`config.mk`:
```
export PLATFORM = sky130hd
export DESIGN_NAME = sbus_frame_decoder_core
export DESIGN_NICKNAME = d
export VERILOG_FILES = /design/src/hdl/sfd_pkg.sv /design/src/hdl/sbus_frame_decoder_core.sv /design/src/hdl/sfd_byte_cell.sv /design/src/hdl/sfd_emitter.sv
export SDC_FILE = /design/constraint.sdc
export NUM_CORES = 1
export LEC_CHECK = 0
export BUFFER_PORTS_ARGS = -buffer_cell sky130_fd_sc_hd__buf_2
export CAP_MARGIN = 20
export CELL_PAD_IN_SITES_DETAIL_PLACEMENT = 1
export CELL_PAD_IN_SITES_GLOBAL_PLACEMENT = 1
export CORE_ASPECT_RATIO = 0.7
export CORE_MARGIN = 2
export CORE_UTILIZATION = 52
export CTS_CLUSTER_DIAMETER = 40
export DETAILED_ROUTE_END_ITERATION = 6
export PLACE_DENSITY_LB_ADDON = 0.12
export SLEW_MARGIN = 20
export SYNTH_ARGS = -nofsm -noshare
export SYNTH_HDL_FRONTEND = slang
export SYNTH_HIERARCHICAL = 1
export SYNTH_SLANG_ARGS = --single-unit
```
`constraint.sdc`:
```
create_clock -name aclk -period 17.3 [get_ports aclk]
set_clock_uncertainty 0.15 [all_clocks]
set_input_delay 0.865 -clock aclk [delete_from_list [all_inputs] [get_ports aclk]]
set_output_delay 0.865 -clock aclk [all_outputs]
set_load 0.05 [all_outputs]
```
`src/hdl/sfd_pkg.sv`:
```
// Shared constants and types for the SBUS frame decoder.
package sfd_pkg;

    localparam int FRAME_BYTES    = 25;
    localparam int STORE_CELLS    = FRAME_BYTES - 1;
    localparam int NUM_CHANNELS   = 16;
    localparam int CHANNEL_BITS   = 11;
    localparam int CHAN_BYTES     = 22;
    localparam int CHAN_DATA_BITS = CHAN_BYTES * 8;
    localparam int FLAGS_BYTE     = 23;
    localparam int FAILSAFE_BIT   = 3;
    localparam int LOST_BIT       = 2;
    localparam int COUNT_W        = $clog2(FRAME_BYTES);
    localparam int INDEX_W        = $clog2(NUM_CHANNELS);

    localparam logic [COUNT_W-1:0] LAST_COUNT    = COUNT_W'(FRAME_BYTES - 1);
    localparam logic [INDEX_W-1:0] LAST_CHANNEL  = INDEX_W'(NUM_CHANNELS - 1);
    localparam logic [7:0]         HEADER_RESET  = 8'h0F;
    localparam logic [7:0]         FOOTER_RESET  = 8'h00;

    // Register decode on the word address bit
    localparam logic REG_HEADER = 1'b0;
    localparam logic REG_FOOTER = 1'b1;

    // Finished frame handed from the byte chain to the emitter
    typedef struct packed {
        logic                      ok;
        logic                      failsafe;
        logic                      lost;
        logic [CHAN_DATA_BITS-1:0] chan_bits;
    } sfd_frame_t;

endpackage

```
`src/hdl/sbus_frame_decoder_core.sv`:
```
// Top level of the SBUS frame decoder: byte chain, frame check, registers.
//
//  channel  | direction | handshake        | payload
//  s_       | in        | s_valid/s_ready  | s_rx_byte[7:0]
//  m_       | out       | m_valid/m_ready  | index, value, failsafe, frame_lost, frame_ok, last
//  APB      | in        | psel/penable     | paddr[2:0], pwdata/prdata[31:0]
//
// One byte is accepted per cycle; each kept byte but the last of a frame shifts into
// a chain of 24 cells, and idle non-header bytes are dropped without a shift.
// The 25th byte closes the frame at its accepting edge; from the next cycle the emitter
// gives 16 results (or one for a bad frame) at one per cycle while m_ready holds, shifting
// its channel register down by 11 bits per result taken.
// The byte chain keeps accepting while results drain; only a frame's final byte waits
// until the emitter has handed out the last result of the previous frame.
// Reset (aresetn low, synchronous) clears the byte count, the emitter and the registers.
module sbus_frame_decoder_core
    import sfd_pkg::*;
(
    input  logic                    aclk,
    input  logic                    aresetn,
    input  logic                    s_valid,
    output logic                    s_ready,
    input  logic [7:0]              s_rx_byte,
    output logic                    m_valid,
    input  logic                    m_ready,
    output logic [INDEX_W-1:0]      m_channel_index,
    output logic [CHANNEL_BITS-1:0] m_channel_value,
    output logic                    m_failsafe,
    output logic                    m_frame_lost,
    output logic                    m_frame_ok,
    output logic                    m_last,
    input  logic                    psel,
    input  logic                    penable,
    input  logic                    pwrite,
    input  logic [2:0]              paddr,
    input  logic [31:0]             pwdata,
    output logic [31:0]             prdata,
    output logic                    pready
);

    logic [7:0]         header_reg, header_next;
    logic [7:0]         footer_reg, footer_next;
    logic [COUNT_W-1:0] count_reg, count_next;
    logic [7:0]         cell_q [STORE_CELLS];
    logic               accept, drop, final_byte, shift_en, load, can_load;
    sfd_frame_t         frame;

    // Register port: always ready, write on the access phase
    assign pready = 1'b1;

    always_comb begin
        header_next = header_reg;
        footer_next = footer_reg;
        if (psel && penable && pwrite) begin
            unique case (paddr[2])
                REG_HEADER: header_next = pwdata[7:0];
                REG_FOOTER: footer_next = pwdata[7:0];
                default:    ;
            endcase
        end
    end

    always_comb begin
        unique case (paddr[2])
            REG_HEADER: prdata = {24'd0, header_reg};
            REG_FOOTER: prdata = {24'd0, footer_reg};
            default:    prdata = '0;
        endcase
    end

    always_ff @(posedge aclk) begin
        if (!aresetn) begin
            header_reg <= HEADER_RESET;
            footer_reg <= FOOTER_RESET;
        end else begin
            header_reg <= header_next;
            footer_reg <= footer_next;
        end
    end

    // Hold the closing byte until the emitter can take a new frame
    assign final_byte = (count_reg == LAST_COUNT);
    assign s_ready    = !final_byte || can_load;
    assign accept     = s_valid && s_ready;
    assign drop       = (count_reg == '0) && (s_rx_byte != header_reg);
    assign shift_en   = accept && !drop && !final_byte;
    assign load       = accept && final_byte;

    // Count collected bytes; drop idle non-header bytes
    always_comb begin
        count_next = count_reg;
        if (accept && !drop) begin
            count_next = final_byte ? '0 : count_reg + COUNT_W'(1);
        end
    end

    always_ff @(posedge aclk) begin
        if (!aresetn) begin
            count_reg <= '0;
        end else begin
            count_reg <= count_next;
        end
    end

    // Byte chain: new bytes enter the top cell and move down one cell per byte
    for (genvar i = 0; i < STORE_CELLS; i++) begin : g_cell
        logic [7:0] d_in;
        if (i == STORE_CELLS - 1) begin : g_top
            assign d_in = s_rx_byte;
        end else begin : g_mid
            assign d_in = cell_q[i+1];
        end
        sfd_byte_cell u_cell (
            .aclk     (aclk),
            .shift_en (shift_en),
            .d_in     (d_in),
            .q        (cell_q[i])
        );
    end

    // Gather channel bytes little-endian and check header and footer
    for (genvar b = 0; b < CHAN_BYTES; b++) begin : g_pack
        assign frame.chan_bits[8*b +: 8] = cell_q[b+1];
    end

    assign frame.ok       = (cell_q[0] == header_reg) && (s_rx_byte == footer_reg);
    assign frame.failsafe = cell_q[FLAGS_BYTE][FAILSAFE_BIT];
    assign frame.lost     = cell_q[FLAGS_BYTE][LOST_BIT];

    sfd_emitter u_emitter (
        .aclk            (aclk),
        .aresetn         (aresetn),
        .load            (load),
        .frame           (frame),
        .can_load        (can_load),
        .m_valid         (m_valid),
        .m_ready         (m_ready),
        .m_channel_index (m_channel_index),
        .m_channel_value (m_channel_value),
        .m_failsafe      (m_failsafe),
        .m_frame_lost    (m_frame_lost),
        .m_frame_ok      (m_frame_ok),
        .m_last          (m_last)
    );

    a_count_range: assert property (@(posedge aclk) disable iff (!aresetn)
        count_reg <= LAST_COUNT)
        else $error("byte count beyond frame length");

    a_stall_cause: assert property (@(posedge aclk) disable iff (!aresetn)
        !s_ready |-> (final_byte && m_valid))
        else $error("input stalled without a pending closing byte");

    a_idle_drop: assert property (@(posedge aclk) disable iff (!aresetn)
        (accept && drop) |=> (count_reg == '0 && !$past(load)))
        else $error("dropped byte moved the frame count");

endmodule

```
`src/hdl/sfd_byte_cell.sv`:
```
// One byte cell of the frame chain: loads its neighbor's byte on a shift.
module sfd_byte_cell
    import sfd_pkg::*;
(
    input  logic       aclk,
    input  logic       shift_en,
    input  logic [7:0] d_in,
    output logic [7:0] q
);

    logic [7:0] byte_reg;

    // Take the neighbor's byte on each shift, hold otherwise
    always_ff @(posedge aclk) begin
        if (shift_en) begin
            byte_reg <= d_in;
        end
    end

    assign q = byte_reg;

endmodule

```
`src/hdl/sfd_emitter.sv`:
```
// Result emitter: shifts one 11-bit channel out per accepted result.
module sfd_emitter
    import sfd_pkg::*;
(
    input  logic                aclk,
    input  logic                aresetn,
    input  logic                load,
    input  sfd_frame_t          frame,
    output logic                can_load,
    output logic                m_valid,
    input  logic                m_ready,
    output logic [INDEX_W-1:0]  m_channel_index,
    output logic [CHANNEL_BITS-1:0] m_channel_value,
    output logic                m_failsafe,
    output logic                m_frame_lost,
    output logic                m_frame_ok,
    output logic                m_last
);

    logic                      busy_reg, busy_next;
    logic [INDEX_W-1:0]        idx_reg, idx_next;
    logic                      ok_reg, ok_next;
    logic                      fs_reg, fs_next;
    logic                      fl_reg, fl_next;
    logic [CHAN_DATA_BITS-1:0] bits_reg, bits_next;
    logic                      take;

    assign take     = busy_reg && m_ready;
    assign m_last   = !ok_reg || (idx_reg == LAST_CHANNEL);
    assign can_load = !busy_reg || (take && m_last);

    // Load a new frame, or advance to the next channel on each request taken
    always_comb begin
        busy_next = busy_reg;
        idx_next  = idx_reg;
        ok_next   = ok_reg;
        fs_next   = fs_reg;
        fl_next   = fl_reg;
        bits_next = bits_reg;
        if (load) begin
            busy_next = 1'b1;
            idx_next  = '0;
            ok_next   = frame.ok;
            fs_next   = frame.failsafe;
            fl_next   = frame.lost;
            bits_next = frame.chan_bits;
        end else if (take) begin
            if (m_last) begin
                busy_next = 1'b0;
            end else begin
                idx_next  = idx_reg + INDEX_W'(1);
                bits_next = bits_reg >> CHANNEL_BITS;
            end
        end
    end

    always_ff @(posedge aclk) begin
        if (!aresetn) begin
            busy_reg <= 1'b0;
            idx_reg  <= '0;
        end else begin
            busy_reg <= busy_next;
            idx_reg  <= idx_next;
        end
    end

    always_ff @(posedge aclk) begin
        ok_reg   <= ok_next;
        fs_reg   <= fs_next;
        fl_reg   <= fl_next;
        bits_reg <= bits_next;
    end

    // Zero the channel value and the flags of a bad frame
    assign m_valid         = busy_reg;
    assign m_frame_ok      = ok_reg;
    assign m_channel_index = idx_reg;
    assign m_channel_value = ok_reg ? bits_reg[CHANNEL_BITS-1:0] : '0;
    assign m_failsafe      = ok_reg && fs_reg;
    assign m_frame_lost    = ok_reg && fl_reg;

    a_load_when_free: assert property (@(posedge aclk) disable iff (!aresetn)
        load |-> can_load)
        else $error("frame loaded while results still pending");

    a_bad_single: assert property (@(posedge aclk) disable iff (!aresetn)
        (m_valid && !m_frame_ok) |-> (m_last && m_channel_index == '0))
        else $error("bad frame result is not a single final result");

    a_advance: assert property (@(posedge aclk) disable iff (!aresetn)
        (m_valid && m_ready && !m_last && !load) |=>
            (m_valid && m_channel_index == $past(m_channel_index) + INDEX_W'(1)))
        else $error("channel run did not advance by one");

endmodule

```
* After elaboration in Yosys (flattened, before gate mapping) *
Cells that the tools add are included.

word-level totals
  word-level logic and storage cells = 81
  bits in writable memories = 0
  register bits after elaboration = 397
  output and inout bits = 54
  bits in latches = 0
  memory bits (read-only) = 0
  memories = 0

cells by class
  reductions and logical operators = 28
  equal/unequal tests = 6
  shifts and indexed selects = 0
  divide/modulo/power cells = 0
  multiply operators = 0
  multiplexer cells = 9
  $add $sub $neg = 2
  magnitude comparators = 0
  bitwise gates (word level) = 3

operators by type and width
  cell                 number
  $mux 176             3
  $pmux 32 s2          1
  $eq 8x8->1           2
  $logic_and 1x1->1    12
  $mux 11              1
  $reduce_and 2->1     5
  $ne 8x8->1           1
  $add 5x1->5 const B  1
  $eq 5x5->1 const B   1
  $logic_not 5->1      1
  $mux 5               1
  $add 4x1->4 const B  1
  $eq 4x4->1 const B   1
  $logic_not 1->1      4
  $reduce_bool 2->1    2
  $logic_or 1x1->1     3
  $mux 1               3
  $not 1->1            3
  $ne 2x2->1 const B   1
  $reduce_or 2->1      1

* Logic depth before layout (Yosys ltp) *
Gate-level depths: netlist (run 1).

  depth after elaboration = 9
  gate-level depth with buffers = 11

* Hierarchy *
The synthesis (run 1) kept the hierarchy.

by module, submodules not included
  module                   area each (µm²)  cells each  seq. area each (µm²)  times used
  sfd_emitter              7,821.3          417         5,475.3               1
  sfd_byte_cell            240.2            8           240.2                 24
  sbus_frame_decoder_core  1,560.2          187         420.4                 1

* Least setup slack after synthesis (run 1) *
No wires, ideal clock.

  kind = in2reg
  from = in m_ready
  to = reg u_emitter.bits_reg[0], enable pin
  setup slack = 2.864 ns
  path buffers = 0
  data required time = 16.193 ns
  setup time = 0.957 ns
  arrival time = 13.330 ns
  cell stages on the path = 2
  path through = nand3_2 o21ai_0

on the way
  word-level cells in the longest chain between the ends = 8
  elaborated cells between the ends (all ways) = 9

ends and longest elaborated chain
  element                                                           line                           text
  start: declaration                                                sbus_frame_decoder_core.sv:25  input logic m_ready,
  $logic_and 1x1->1 *                                               sfd_emitter.sv:28              assign take = busy_reg && m_ready;
  $logic_and 1x1->1                                                 sfd_emitter.sv:30              assign can_load = !busy_reg || (take && m_last);
  $logic_or 1x1->1                                                  sfd_emitter.sv:30
  $logic_or 1x1->1                                                  sbus_frame_decoder_core.sv:83  assign s_ready = !final_byte || can_load;
  $logic_and 1x1->1                                                 sbus_frame_decoder_core.sv:84  assign accept = s_valid && s_ready;
  $logic_and 1x1->1                                                 sbus_frame_decoder_core.sv:87  assign load = accept && final_byte;
  $ne 2x2->1 (no source line) or $reduce_bool 2->1 (tied branches)  -
  $reduce_and 2->1 (no source line) *                               -
  end signal: assignment                                            sfd_emitter.sv:71              bits_reg <= bits_next;
  end: declaration                                                  sfd_emitter.sv:25              logic [CHAN_DATA_BITS-1:0] bits_reg, bits_next;

Mark *: on every way between the ends. The rest lies on a longest branch, timed or not.
A chain may end at the register's enable or synchronous reset.

* Final worst setup path (run 1) *
  from = reg u_emitter.idx_reg[0] (netlist: u_emitter/m_channel_index[0])
  to = reg u_emitter.bits_reg[3] (data pin)

on the way
  word-level cells in the longest chain between the ends = 8

ends and longest elaborated chain
  element                     line                           text
  start: declaration          sfd_emitter.sv:21              logic [INDEX_W-1:0] idx_reg, idx_next;
  start signal: assignment    sfd_emitter.sv:63              idx_reg <= idx_next;
  $eq 4x4->1                  sfd_emitter.sv:29              assign m_last = !ok_reg || (idx_reg == LAST_CHANNEL);
  $logic_or 1x1->1            sfd_emitter.sv:29
  $logic_and 1x1->1           sfd_emitter.sv:30
  $logic_or 1x1->1            sfd_emitter.sv:30
  net can_load                sbus_frame_decoder_core.sv:45  logic accept, drop, final_byte, shift_en, load, can_load;
  $logic_or 1x1->1            sbus_frame_decoder_core.sv:83
  $logic_and 1x1->1           sbus_frame_decoder_core.sv:84
  $logic_and 1x1->1           sbus_frame_decoder_core.sv:87
  net load                    sbus_frame_decoder_core.sv:45
  $mux 176                    sfd_emitter.sv:40              if (load) begin
  net u_emitter.bits_next[3]  sfd_emitter.sv:25

The timed path passes the listed nets, and every way through them passes these cells.

==> metrics.md, run 1 <==
| Metric | Value |
|---|---|
| Post-cts sizing count | `0` |
| Synth Warn # | `6` |
| Post-synth EDFFs | `371` |
| Layout cells sized above 1 | `0.336` |
| Dpl hpwl | `15800 um` |
| Crit path kind | `reg2reg` |
| Reg area | `between 10000 and 15000 um2` |
| Pre-antenna DRT Iters | `4` |
| Clk root buf | `clkbuf_16` |
| Total Nets Final | `about 920` |
| Initial Util | `0.527` |
| CTS tree | `built` |
| First-pass GRT wire length | `42800 um` |
| Multi-input gate area | `3180 um2` |
| Residual DRC count | `0` |
| # fillers | `between 2000 and 3000` |
| RSZ-0062 raised after global routing | `false` |
| Post-CTS setup buffer count | `0` |
| Syn Area/Cell | `19.0 um2` |
| P_leak | `0.00549 uW` |
| Clk pwr share | `0.403` |
| # IOs | `104` |
| Die height | `147 um` |
| Synth area leader | `edfxtp_1` |
| Vias | `6725` |
| Vias/cell | `5.27` |
| Final hold viol count | `0` |
| Row cnt | `52` |
| Final Max Tran Viols | `0` |
| Area grow syn2layout | `11.6%` |
| H-Tree Depth | `2` |
| Post-Syn Instances | `796` |
| Vias in the first global route | `7356` |
| Total grt overflow | `0` |
| Top post-synthesis cells by count | `edfxtp_1 (371), mux2_2 (173), nand2_1 (40)` |
| CTS max path bufs | `3` |
| Max transition margin | `0.291` |
| Max reg flops | `192` |
| Fin Setup TNS | `0 ns` |
| Status | `finished, final reports clean` |
| Power per standard cell area | `about 120 nW/um2` |
| Min cycle time layout | `3.87 ns` |
| Initial DRC Count | `slightly above 500` |
| RD Place Congestion | `approximately 0.8` |
| Count of cell types in the netlist | `47` |
| Fraction of registers with async set/reset | `0` |
| Primary FF master, synth | `edfxtp_1` |
| Post-route core utilization | `0.588` |
| Clk slew on worst S/H paths | `0.07 ns` |
| Comb power frac | `0.038` |
| Post-Syn Area | `15100 um2` |
| Net Sw Frac | `0.223` |
| Core Box Area | `28800 um2` |
| Part of the power in registers | `0.559` |
| IR drop worst, VDD | `around 0.00011 V` |
| Largest net degree at the start of global routing | `177` |
| Critical Path Start Type | `flop` |
| Worst-path fanout max | `74` |
| Num CTS Buffers | `41` |
| Worst setup EP type | `flop` |
| Seq/Total Area, Yosys | `0.770` |
| Yosys top cell area share | `0.736` |
| Final wirelength | `26800 um` |
| Clock latency on the worst-skew pair | `0.54 ns` |
| Final setup viols | `0` |
| Die Wd | `208 um` |
| Most common cell in the netlist | `edfxtp_1` |
| Cts hold-fix bufs | `0` |
| CP required | `about 17 ns` |
| Period utilization | `0.224` |
| Final ANT Viol Nets | `0` |
| Max-Cap Viols | `0` |
| Avg WL per Cell | `21.0 um` |
| CP Data Arrival Time | `4.00 ns` |
| Top achievable clock speed | `about 0.26 GHz` |
| Tightest Pin Transition | `1.06 ns` |
| Synthesized flop and latch total | `397` |
| Switching pwr | `457 uW` |
| Die area | `around 30000 um2` |
| Int Power | `~1600 uW` |
| Initial antenna violation count | `0` |
| Hold Crit Class | `reg2reg` |
| Area contributors post-synth | `edfxtp_1 (74%), mux2_2 (13%), dfxtp_1 (3.4%)` |
| Total GRT Usage | `0.181` |
| Buffers added on ports | `between 50 and 60` |
| Clk sinks | `397` |
power by group through the flow:
stage	clock network (uW)	registers [uW]	logic (uW)
after floorplan	0	1170	59.4
after global placement	0	1160	76.1
after detailed placement	0	1170	79.3
after CTS	847	1150	79.6
after global routing	886	1150	85.5
final	826	1150	78.7
metrics by stage:
stage,cells,setup slack [ns],instance area (um2),total power (uW),hold WS [ns]
after global routing,1276,13.16,16900,2130,0.279
after CTS,1276,13.37,16900,2080,0.273
after detailed placement,1204,13.19,15700,1250,0.256
after global placement,1204,13.24,15700,1240,0.268
final,1277,13.43,16900,2050,0.270
after floorplan,819,2.86,15200,1230,0.250
final cells by class:
class	count	share of cell area
Inverter	6	0.00133
Multi-Input combinational cell	365	0.188
Clock inverter	20	0.00999
Antenna cell	1	0.000148
Clock buffer	52	0.0637
Timing Repair Buffer	58	0.0188
Sequential cell	397	0.690
Tap cell	378	0.0280
critical path: stages, from the launching register on:
cell and delay (ns):
dfxtp_1 0.40, ha_1 0.20, and3_1 0.34, nand2b_1 0.20
a21bo_2 0.19, o21ai_4 0.10, nor2_4 0.61, buf_4 0.84
mux2_2 0.46
cell families after synthesis:
family	count (synthesis)	synth area share
xor gates and xnor gates	24	0.0139
adders and majority gates	3	0.00248
AOI/OAI and AO/OA	37	0.0188
buffers and inverters	57	0.0273
other	2	0.000496
DFF	397	0.770
and+or+nand+nor	102	0.0378
muxes	174	0.129
path summary, 6_finish.rpt:
kind                                                    from                endpoint  slack, ns  cells past startpoint
worst max-delay path            u_emitter/m_channel_index[0]   u_emitter/bits_reg[3]      13.43                      8
worst min-delay path                  g_cell[23].u_cell/q[5]  g_cell[22].u_cell/q[5]       0.27                      0
worst min register to register        g_cell[23].u_cell/q[5]  g_cell[22].u_cell/q[5]       0.27                      0
worst max register to register  u_emitter/m_channel_index[0]   u_emitter/bits_reg[3]      13.43                      8
layout by cell type (no fill, tap or decap), drive strengths merged, types with 2 or more instances in the layout:
cell type / instances
o41ai: 2
clkbuf: 52
clkinvlp: 2
mux2: 174
nand2b: 4
a211o: 2
inv: 12
clkinv: 11
nand3: 12
dfxtp: 26
buf: 58
o311ai: 3
o21ai: 6
a21boi: 12
nor2: 4
a31oi: 3
nor2b: 2
nand2: 40
nand4: 6
a21oi: 4
xor2: 8
xnor2: 16
conb: 25
ha: 3
nor4: 3
and2: 24
edfxtp: 371
per-layer routing:
metal  vias up  GRT usage  routed length, um
li1       3153          -                  -
met1      3439      0.250              12100
met2        94      0.294              13200
met3        39     0.0355               1050
met4         0     0.0539                495
met5         -          0                  0
(Power assumes the default switching activity.)
==> run 2, diff against run 1 <==
--- a/config.mk
+++ b/config.mk
@@ -5,13 +5,14 @@
 export SDC_FILE = /design/constraint.sdc
 export NUM_CORES = 1
 export LEC_CHECK = 0
+export ABC_AREA = 1
 export BUFFER_PORTS_ARGS = -buffer_cell sky130_fd_sc_hd__buf_2
 export CAP_MARGIN = 20
 export CELL_PAD_IN_SITES_DETAIL_PLACEMENT = 1
 export CELL_PAD_IN_SITES_GLOBAL_PLACEMENT = 1
 export CORE_ASPECT_RATIO = 0.7
 export CORE_MARGIN = 2
-export CORE_UTILIZATION = 52
+export CORE_UTILIZATION = 44
 export CTS_CLUSTER_DIAMETER = 40
 export DETAILED_ROUTE_END_ITERATION = 6
 export PLACE_DENSITY_LB_ADDON = 0.12
==> constraint.sdc (replaced) <==
create_clock -name aclk -period 3.46 [get_ports aclk]
set_clock_uncertainty 0.15 [all_clocks]
set_input_delay 0.173 -clock aclk [delete_from_list [all_inputs] [get_ports aclk]]
set_output_delay 0.173 -clock aclk [all_outputs]
set_load 0.05 [all_outputs]
==> metrics.md, run 2 <==
| Metric | Value |
|---|---|
| Most common cell in the netlist | `nand2_1` |
| Die Wd | `227 um (+9.1%)` |
| Pre-antenna DRT Iters | `4 (unchanged)` |
| Core Box Area | `34400 um2 (+20%)` |
| Power per standard cell area | `714 nW/um2 (+490%)` |
| Period utilization | `0.823` |
| Place WS | `0.713 ns (-12.47 ns)` |
| Top post-synthesis cells by count | `nand2_1 (577), edfxtp_1 (371), inv_1 (46)` |
| Cell Area, Placed | `16000 um2 (+2.1%)` |
| Primary FF master, synth | `edfxtp_1` |
| # fillers | `3509 (+40%)` |
| Post-synthesis simple-gate area fraction | `0.163 (+0.125)` |
| Final Max Tran Viols | `0 (unchanged)` |
| Clk slew on worst S/H paths | `0.06 ns (about the same)` |
| Reg2reg setup slack | `0.74 ns (-12.69 ns)` |
| Crit path kind | `in2reg` |
| Initial antenna violation count | `3 (+3)` |
| Placed Cells | `1712 (+42%)` |
| Dpl hpwl | `16700 um (+5.8%)` |
| Status | `finished, final reports clean` |
| Synth Area in Compound Gates | `0.0146 (-0.00419)` |
| Post-route core utilization | `0.512 (-0.0758)` |
| Post-synth EDFFs | `371 (unchanged)` |
| Vias/cell | `4.70 (-11%)` |
| Synth Warn # | `6 (unchanged)` |
| RD Place Congestion | `0.783 (-3.1%)` |
| Syn Area/Cell | `12.5 um2 (-34%)` |
| Synthesized flop and latch total | `397 (unchanged)` |
| Fin Setup TNS | `0 ns (unchanged)` |
| # IOs | `104 (unchanged)` |
| Area grow syn2layout | `15.3%` |
| Min cycle time layout | `2.85 ns` |
| Xor-xnor portion of the synthesized cell area | `0.00973 (-0.00414)` |
| Count of cell types in the netlist | `30 (-36%)` |
| Initial Util | `0.444 (-0.0826)` |
| Clock latency on the worst-skew pair | `0.54 ns (about the same)` |
| Design area | `17600 um2 (+4.3%)` |
| Clk sinks | `397 (unchanged)` |
| Commonest non-fill, non-tap cell in the layout | `nand2_1` |
| CP required | `3.79 ns (-13.64 ns)` |
| # diodes | `0 (-1)` |
| Total Nets Final | `1364 (+48%)` |
| Residual DRC count | `0 (unchanged)` |
| Vias | `8540 (+27%)` |
| Synth Area in Adders | `0.00245 (-0.0000245)` |
| Post-synthesis mux area share | `0 (-0.129)` |
| Post-Syn Area | `15300 um2 (+1.0%)` |
| Fraction of registers with async set/reset | `0 (unchanged)` |
| Top achievable clock speed | `roughly 0.35 GHz` |
| Yosys top cell area share | `0.728 (-0.00728)` |
| Post-cts sizing count | `0 (unchanged)` |
| Num CTS Buffers | `43 (+4.9%)` |
| Max-Cap Viols | `0 (unchanged)` |
| Area contributors post-synth | `edfxtp_1 (73%), nand2_1 (14%), dfxtp_1 (3.4%)` |
| IR drop worst, VDD | `0.000456 V (+310%)` |
| Tightest Pin Transition | `0.732 ns (-0.331 ns)` |
| CP Data Arrival Time | `3.17 ns (-0.83 ns)` |
| Critical Path Start Type | `input pin` |
| Avg WL per Cell | `16.0 um (-24%)` |
| Total GRT Usage | `0.165 (-0.0153)` |
| Final setup viols | `0 (unchanged)` |
| Seq/Total Area, Yosys | `0.762 (-0.00762)` |
| Synth area leader | `edfxtp_1` |
| Layout cells sized above 1 | `0.120 (-0.217)` |
| Final wirelength | `29000 um (+8.1%)` |
| Most frequent cells in the layout | `nand2_1 (576), edfxtp_1 (371), buf_2 (52)` |
| Die area | `36300 um2 (+19%)` |
| CTS tree | `built` |
| P_leak | `0.00693 uW (+26%)` |
| Worst-path fanout max | `8 (-89%)` |
| Final hold viol count | `0 (unchanged)` |
| Clk root buf | `clkbuf_16` |
| CTS max path bufs | `3 (unchanged)` |
| Buffers added on ports | `52 (unchanged)` |
| H-Tree Depth | `2 (unchanged)` |
| First-pass GRT wire length | `47200 um (+10%)` |
| Post-Syn Instances | `1220 (+53%)` |
| Final ANT Viol Nets | `0 (unchanged)` |
| Hold Crit Class | `in2reg` |
| Vias in the first global route | `8920 (+21%)` |
| Die height | `160 um (+9.0%)` |
| Row cnt | `57 (+9.6%)` |
| RSZ-0062 raised after global routing | `false` |
| Main combinational cell family by area after synthesis | `simple AND/OR/NAND/NOR gates` |
| Largest net degree at the start of global routing | `141 (-20%)` |
| Max transition margin | `0.512 (+0.221)` |
| Worst Setup Slack, final | `0.612 ns (-12.82 ns)` |
| Total grt overflow | `0 (unchanged)` |
| Layout Cells excl Fill | `1816 (+42%)` |
| Max reg flops | `192 (unchanged)` |
| Worst setup EP type | `flop` |
| Initial DRC Count | `497 (-3.1%)` |
run 2: changes by cell type in the layout (fill, tap and decap cells not counted), sizes merged, moves of 8 or more:
cell,previous run,this run
a21boi,12,0
a21oi,4,18
and2,24,0
dlygate4sd3,0,26
inv,12,53
mux2,174,0
nand2,40,581
nor2,4,29
o21ai,6,23
xnor2,16,8
run 2: cell families (layout without fill, tap and decap cells):
logic type	Yosys count	in the layout
AO/OA/AOI/OAI	43	43
XOR/XNOR	17	17
adder cells (fa/ha/maj)	3	3
buffers and inverters	120	221
flip-flops	397	397
other	2	25
AND/OR/NAND/NOR	638	638
run 2: through the flow:
stage               hold slack [ns]  power (uW)
floorplan                     0.122        7740
global route                  0.192       13100
detailed placement            0.248        8220
global placement              0.243        8170
CTS                          0.0906       12800
finish                        0.138       12600
run 2: worst max-delay path, stage by stage:
cell	delay [ns]
dlygate4sd3_1	0.53
buf_2	0.10
nand3_1	0.05
dlygate4sd3_1	0.60
nor2_1	0.41
nand2_1	0.10
dlygate4sd3_1	0.58
nand3_1	0.08
dlygate4sd3_1	0.55
run 2: final timing paths:
check                                                   from                 endpoint  cells past startpoint
worst max-delay path                                 penable            header_reg[2]                      9
worst min-delay path                                paddr[2]            footer_reg[2]                      5
worst max register to register  u_emitter/m_channel_index[0]  u_emitter/bits_reg[145]                     13
worst min register to register        g_cell[23].u_cell/q[1]   g_cell[22].u_cell/q[1]                      0
run 2: cell type report:
cell class,count,area (um2),area share
clock buffers,55,1170,0.0665
clock inverters,23,220,0.0125
inverters,53,214,0.0121
multi-input cells,726,3040,0.172
flip-flops and latches,397,11700,0.662
well taps,472,591,0.0335
repair buffers,90,736,0.0417
run 2: layer usage:
metal,wire (um),vias up,track usage
met5,0,-,0
met4,532,0,0.0422
met3,1040,50,0.0313
met2,13300,89,0.260
met1,14100,4202,0.238
li1,-,4199,-
run 2: power breakdown:
part           switching, uW  internal [uW]
combinational            885            239
sequential               443           6530
clock                   1860           2640
run 2: timing repair:
| action | CTS | global route |
|---|---|---|
| endpoints found under the hold margin | 34 | 0 |
| hold buffers | 26 | 0 |
| setup buffers | 0 | 0 |
